<file path="src/design/srt_fdt_pkg.sv">
// Package with shared types and constants for the SRT truncating float divider.
package srt_fdt_pkg;

  localparam int unsigned WORD_W = 32;

  typedef enum logic [1:0] {
    DIG_ZERO = 2'b00,
    DIG_POS  = 2'b01,
    DIG_NEG  = 2'b10
  } digit_t;

  typedef struct packed {
    logic [WORD_W-1:0] rs;
    logic [WORD_W-1:0] rc;
    logic [WORD_W-1:0] q;
    logic [WORD_W-1:0] bm;
    digit_t            d;
    logic              sign;
    logic [7:0]        ea;
    logic [7:0]        eb;
  } stage_t;

  // Quotient digit selection from the carry-save estimate.
  function automatic digit_t pick_digit(input logic [WORD_W-1:0] s,
                                        input logic [WORD_W-1:0] c);
    logic [WORD_W-1:0] t;
    begin
      t = (({s[31:24], 24'h0}) + c) | {8'h0, s[23:0]};
      if (!t[31] && (t >= 32'h0080_0000)) begin
        pick_digit = DIG_POS;
      end else if (t[31] && (t < 32'hff00_0000)) begin
        pick_digit = DIG_NEG;
      end else begin
        pick_digit = DIG_ZERO;
      end
    end
  endfunction

  // One SRT step on a carry-save remainder.
  function automatic stage_t srt_step(input stage_t x);
    stage_t            y;
    logic [WORD_W-1:0] add;
    logic [WORD_W-1:0] rc;
    logic [WORD_W-1:0] ns;
    logic [WORD_W-1:0] nc;
    begin
      y = x;
      rc = x.rc;
      case (x.d)
        DIG_POS: begin
          y.q = (x.q << 1) + 32'd1;
          add = ~x.bm;
          rc = x.rc + 32'd1;
        end
        DIG_NEG: begin
          y.q = (x.q << 1) - 32'd1;
          add = x.bm;
        end
        default: begin
          y.q = x.q << 1;
          add = '0;
        end
      endcase
      ns = x.rs ^ rc ^ add;
      nc = ((x.rs & rc) | (x.rs & add) | (rc & add)) << 1;
      if (x.d != DIG_ZERO) begin
        y.d = pick_digit(ns, nc);
      end else begin
        y.d = pick_digit(x.rs, rc);
      end
      y.rs = ns << 1;
      y.rc = nc << 1;
      srt_step = y;
    end
  endfunction

endpackage

</file>
<file path="src/design/srt_float_divide_truncating_top.sv">
// Top level of the pipelined SRT radix-2 truncating single-precision divider.
// Pipeline: input register, one stage per SRT step, output register.
// Throughput: one request per cycle while the pipeline is not stalled; each SRT step has its own register stage.
// The whole pipeline stalls together when the output is held and a result waits.
// Reset (rst_n low, synchronous) clears all valid bits; payload registers are not reset.
module srt_float_divide_truncating_top #(
  parameter int unsigned SRT_STEPS = 25
) (
  input  logic        clk,
  input  logic        rst_n,
  input  logic        in_tvalid,
  output logic        in_tready,
  input  logic [63:0] in_tdata,   // [31:0] dividend, [63:32] divisor
  output logic        out_tvalid,
  input  logic        out_tready,
  output logic [31:0] out_tdata   // [31:0] quotient_bits
);
  import srt_fdt_pkg::*;

  // The pipeline advances when the output slot is free or being emptied.
  logic en;
  assign en = !out_tvalid || out_tready;
  assign in_tready = en;

  logic   vld0_r;
  stage_t st0_r;
  logic   [SRT_STEPS:0] vld;
  stage_t stg [SRT_STEPS+1];

  // Input register: unpack operands and set up the initial remainder.
  always_ff @(posedge clk) begin
    if (!rst_n) begin
      vld0_r <= 1'b0;
    end else if (en) begin
      vld0_r <= in_tvalid;
    end
  end

  always_ff @(posedge clk) begin
    if (en) begin
      st0_r.rs   <= {7'd0, 1'b1, in_tdata[22:0], 1'b0} << 1;
      st0_r.rc   <= '0;
      st0_r.q    <= '0;
      st0_r.bm   <= {7'd0, 1'b1, in_tdata[54:32], 1'b0} << 1;
      st0_r.d    <= DIG_POS;
      st0_r.sign <= in_tdata[31] ^ in_tdata[63];
      st0_r.ea   <= in_tdata[30:23];
      st0_r.eb   <= in_tdata[62:55];
    end
  end

  assign vld[0] = vld0_r;
  assign stg[0] = st0_r;

  for (genvar g = 0; g < SRT_STEPS; g++) begin : g_step
    srt_fdt_stage u_stage (
      .clk     (clk),
      .rst_n   (rst_n),
      .en      (en),
      .vld_in  (vld[g]),
      .dat_in  (stg[g]),
      .vld_out (vld[g+1]),
      .dat_out (stg[g+1])
    );
  end

  // Normalization, exponent and special cases.
  stage_t      fin;
  logic [9:0]  e;
  logic [31:0] qn;
  logic [31:0] res;
  assign fin = stg[SRT_STEPS];

  always_comb begin
    e  = {2'b00, fin.ea} - {2'b00, fin.eb} + 10'd126;
    qn = fin.q;
    if (fin.q >= 32'h0100_0000) begin
      e  = e + 10'd1;
      qn = fin.q >> 1;
    end
    // e is signed in 10 bits: overflow means positive and above 255.
    if (fin.eb == 8'd0 || (!e[9] && e > 10'd255)) begin
      res = {fin.sign, 31'h7fff_ffff};
    end else if (fin.ea == 8'd0 || e[9] || e == 10'd0) begin
      res = {fin.sign, 31'd0};
    end else begin
      res = {fin.sign, e[7:0], qn[22:0]};
    end
  end

  logic        out_vld_r;
  logic [31:0] out_dat_r;

  always_ff @(posedge clk) begin
    if (!rst_n) begin
      out_vld_r <= 1'b0;
    end else if (en) begin
      out_vld_r <= vld[SRT_STEPS];
    end
  end

  always_ff @(posedge clk) begin
    if (en) begin
      out_dat_r <= res;
    end
  end

  assign out_tvalid = out_vld_r;
  assign out_tdata  = out_dat_r;

`ifndef SYNTHESIS
  a_stall_holds: assert property (@(posedge clk) disable iff (!rst_n)
    out_tvalid && !out_tready |=> out_tvalid && $stable(out_tdata))
    else $error("result changed while stalled");
  a_ready_follows: assert property (@(posedge clk) disable iff (!rst_n)
    in_tready == (!out_tvalid || out_tready))
    else $error("input ready does not follow pipeline enable");
  a_valid_moves: assert property (@(posedge clk) disable iff (!rst_n)
    en && vld[SRT_STEPS] |=> out_tvalid)
    else $error("valid request lost at the output");
`endif
endmodule

</file>
<file path="src/design/srt_fdt_stage.sv">
// One registered pipeline stage holding a single SRT iteration.
module srt_fdt_stage (
  input  logic                clk,
  input  logic                rst_n,
  input  logic                en,
  input  logic                vld_in,
  input  srt_fdt_pkg::stage_t dat_in,
  output logic                vld_out,
  output srt_fdt_pkg::stage_t dat_out
);
  import srt_fdt_pkg::*;

  logic   vld_r;
  stage_t dat_r;

  always_ff @(posedge clk) begin
    if (!rst_n) begin
      vld_r <= 1'b0;
    end else if (en) begin
      vld_r <= vld_in;
    end
  end

  always_ff @(posedge clk) begin
    if (en) begin
      dat_r <= srt_step(dat_in);
    end
  end

  assign vld_out = vld_r;
  assign dat_out = dat_r;
endmodule
</file>
<file path="config.mk">
export PLATFORM = sky130hd
export DESIGN_NAME = srt_float_divide_truncating_top
export DESIGN_NICKNAME = d
export VERILOG_FILES = /design/src/design/srt_fdt_pkg.sv /design/src/design/srt_float_divide_truncating_top.sv /design/src/design/srt_fdt_stage.sv
export SDC_FILE = /design/constraint.sdc
export NUM_CORES = 2
export LEC_CHECK = 0
export CORE_MARGIN = 2
export CORE_UTILIZATION = 43
export CTS_CLUSTER_DIAMETER = 80
export DETAILED_ROUTE_END_ITERATION = 6
export DONT_BUFFER_PORTS = 1
export SETUP_SLACK_MARGIN = 0.05
export SKIP_LAST_GASP = 1
export SLEW_MARGIN = 15
export SYNTH_ARGS = -nofsm -noshare
export SYNTH_HDL_FRONTEND = slang
export SYNTH_SLANG_ARGS = --single-unit
</file>
<file path="constraint.sdc">
create_clock -name clk -period 320.6 [get_ports clk]
set_input_delay 48.09 -clock clk [delete_from_list [all_inputs] [get_ports clk]]
set_output_delay 48.09 -clock clk [all_outputs]
set_load 0.02 [all_outputs]
</file>
==> run_results.csv <==
group,metric,value,unit
synthesis,ys_types,69,
synthesis,avgSynthCellArea,14.21,µm²
flow_run,drv_cap,0,
floorplanning,io_pins,102,
synthesis,yosysSeqAreaShare,63.35,%
detailed_routing,drc,0,
clock_network,clkTransAtPathRegs,0.06,ns
floorplanning,chipWidth,542.3,µm
clock_network,hold_buffers,0,
synthesis,yosysWarningCount,0,
sta,maxSlewViolCount,0,
floorplanning,die_y,542.3,µm
synthesis,yosys_most_used_dff,"edfxtp_1",
detailed_routing,drt-initial-drc-count,3933,
global_routing,grt_start_max_net_pins,214,
clock_network,clock_latency,0.89,ns
sta,setup_viol,0,
clock_network,cts_resized,0,
critical_path,reg2reg_depth,11,
critical_path,arrival,48.77,ns
clock_network,cts_tree,"built",
detailed_routing,met1Wirelength,81.78,mm
synthesis,yosys.cell_count.top_type,"edfxtp_1",
power_and_ir_drop,powerDensity,11.36,nW/µm²
sta,skew,0.06919,ns
critical_path,r2r_end,"g_step[13].u_stage.dat_out[2]",
critical_path,cp_slowest_cell,"buf_4",
finish,final_nets,10060,
power_and_ir_drop,p_leak,0.05408,µW
sta,worstMarginPinSlew,1.180,ns
detailed_routing,routed_wl,211.9,mm
sta,hold_violations,0,
critical_path,critical_path_required,272.51,ns
floorplanning,rows,197,
sta,rsz0062_at_grt,"false",
sta,clock.fmax,0.01032,GHz
detailed_routing,wl_met2,117.6,mm
global_routing,antenna_found_initial,1,
global_routing,grt_pass1_wl,349.7,mm
finish,layout-drive-gt1-share,5.463,%
detailed_routing,antenna_left,0,
floorplanning,die-area,294100,µm²
sta,slew_headroom,21.32,%
synthesis,synth.area.top_cells,"edfxtp_1, fa_1, ha_1",
clock_network,cts_setup_buffers,0,
synthesis,syn-cell-area,124600,µm²
sta,period_minus_slack,96.86,ns
critical_path,worst_setup_path_start_kind,"input port",
detailed_routing,post_drt_wl_per_cell,16.43,µm
place,place_hpwl,151.2,mm
synthesis,synth_cells,8772,
synthesis,ys_ff_latch,2638,
critical_path,crit_path_cell_trace,"nor2b_2 -> buf_4 -> inv_8",
sta,tns,0,ns
synthesis,synth_edf_count,2611,
critical_path,r2r_start,"out_tvalid",
critical_path,cp-endpoint,"in_tready",
place,gp_congestion,0.8194,
global_routing,grt-ovfl-total,0,
run_status,status,"finished, final reports clean",
floorplanning,core,288100,µm²
global_routing,grt_pass1_vias,70200,
synthesis,post-synth-top-area-cell,"edfxtp_1",
min_path,hp-class,"reg2reg",
critical_path,worst-setup-path-type,"in2out",
synthesis,synth_common_cells,"edfxtp_1, nand2_1, o21ai_0",
clock_network,cts_max_level,5,
synthesis,async_flop_share,0,%
detailed_routing,vias,66670,
critical_path,r2r_slack,312.48,ns
critical_path,cpPeakStageDelay,0.32,ns
sta,period_share,30.21,%
critical_path,crit_fanout,76,
clock_network,clock-sinks,2638,
critical_path,cp-end-kind,"primary output",
floorplanning,initial_utilization,43.25,%
critical_path,crit_start,"out_tready",
clock_network,clockBufferDepth,4,
synthesis,syn_nets,9937,
finish,syn_to_final_growth,10.77,%
global_routing,grtUsageTotal,14.36,%
clock_network,cts_buffers,292,
detailed_routing,drt-pass1-iter-count,5,
detailed_routing,highest-signal-layer,"met4",
clock_network,cts_root_buffer,"clkbuf_16",
detailed_routing,wl_met3,6.958,mm
detailed_routing,viasPerCell,5.169,
finish,finalCoreUtilization,47.90,%
place,port_buffers,0,
power_and_ir_drop,peakVddDrop,0.000006936,V
synthesis,synth_top_cell_area_share,62.92,%
-- power breakdown --
part / total (µW) / internal, µW / leakage [µW] / switching, µW
registers: 604 / 532 / 0.0292 / 71.7
clock network: 313 / 180 / 0.00436 / 133
logic: 651 / 271 / 0.0205 / 381
total: 1570 / 982 / 0.0541 / 586
-- per-layer routing --
layer / track usage, % / up-vias
met4: 4.536 / 0
li1: - / 32630
met3: 2.239 / 368
met2: 28.17 / 1014
met1: 15.54 / 32660
met5: 0 / -
-- metrics by stage --
step / setup slack, ns / instance area (µm²) / instances / total power, µW / hold WS [ns]
5_1_grt: 223.64 / 138000 / 12900 / 1700 / 0.3909
3_3_place_gp: 223.71 / 129000 / 12380 / 1239 / 0.4004
6_report: 223.74 / 138000 / 12900 / 1568 / 0.3928
2_1_floorplan: 153.67 / 124600 / 8772 / 1084 / 0.4003
3_5_place_dp: 223.71 / 129000 / 12380 / 1269 / 0.4045
4_1_cts: 223.71 / 138000 / 12900 / 1589 / 0.3782
-- worst min-delay path by stage --
stage,start,end,slack [ns],depth (start not counted)
2_1_floorplan,st0_r[0],g_step[0].u_stage.dat_out[0],0.40,0
3_3_place_gp,g_step[16].u_stage.dat_out[8],g_step[17].u_stage.dat_out[8],0.40,0
3_5_place_dp,st0_r[11],g_step[0].u_stage.dat_out[11],0.40,0
4_1_cts,g_step[2].u_stage.dat_out[10],g_step[3].u_stage.dat_out[10],0.38,0
5_1_grt,g_step[15].u_stage.dat_out[2],g_step[16].u_stage.dat_out[2],0.39,0
6_report,g_step[4].u_stage.dat_out[11],g_step[5].u_stage.dat_out[11],0.39,0
-- cell families after synthesis --
kind of cell	count (synthesis)	synth area share, %
compound gates	1942	9.471
fa+ha+maj	1097	14.60
flops	2638	63.35
buf+inv	764	2.303
mux	96	0.7802
simple gates	1874	6.957
xor+xnor	361	2.537
-- flip-flops by register name, indices dropped and copies added (netlist names) --
signal,cells
g_step.u_stage.dat_out,2516
g_step.u_stage.vld_out,25
out_tdata,32
out_tvalid,1
st0_r,63
vld0_r,1
-- cell type report --
class	count	area, µm²
multi-input cells	5370	42810
clock inverters	156	1371
flip-flops and latches	2638	78950
diodes	1	2.502
well taps	3781	4731
inverters	535	2016
fillers	24500	150100
clock buffers	360	7647
repair buffers	57	503.0
-- placed cells by master, fill, tap and decap left out, drive strengths merged, types with 28 or more instances in the layout --
cell type,instances
or4,42
nand2,959
clkbuf,360
or3,94
xnor2,279
o31ai,138
o21bai,91
nor3,146
a21o,101
nor2,229
clkinv,129
nand3,125
a22o,205
inv,543
ha,502
edfxtp,2611
nand2b,37
nor4,44
nand4,46
nor2b,34
fa,595
mux2i,87
buf,57
a21oi,294
o21ai,954
a21boi,28
xor2,82
-- critical path, delay by kind of cell --
| kind | cells | cell delay, ns |
|---|---|---|
| buffers and inverters | 2 | 0.57 |
| AND/OR/NAND/NOR | 1 | 0.08 |
No activity file was read; power rests on OpenSTA's default activity.
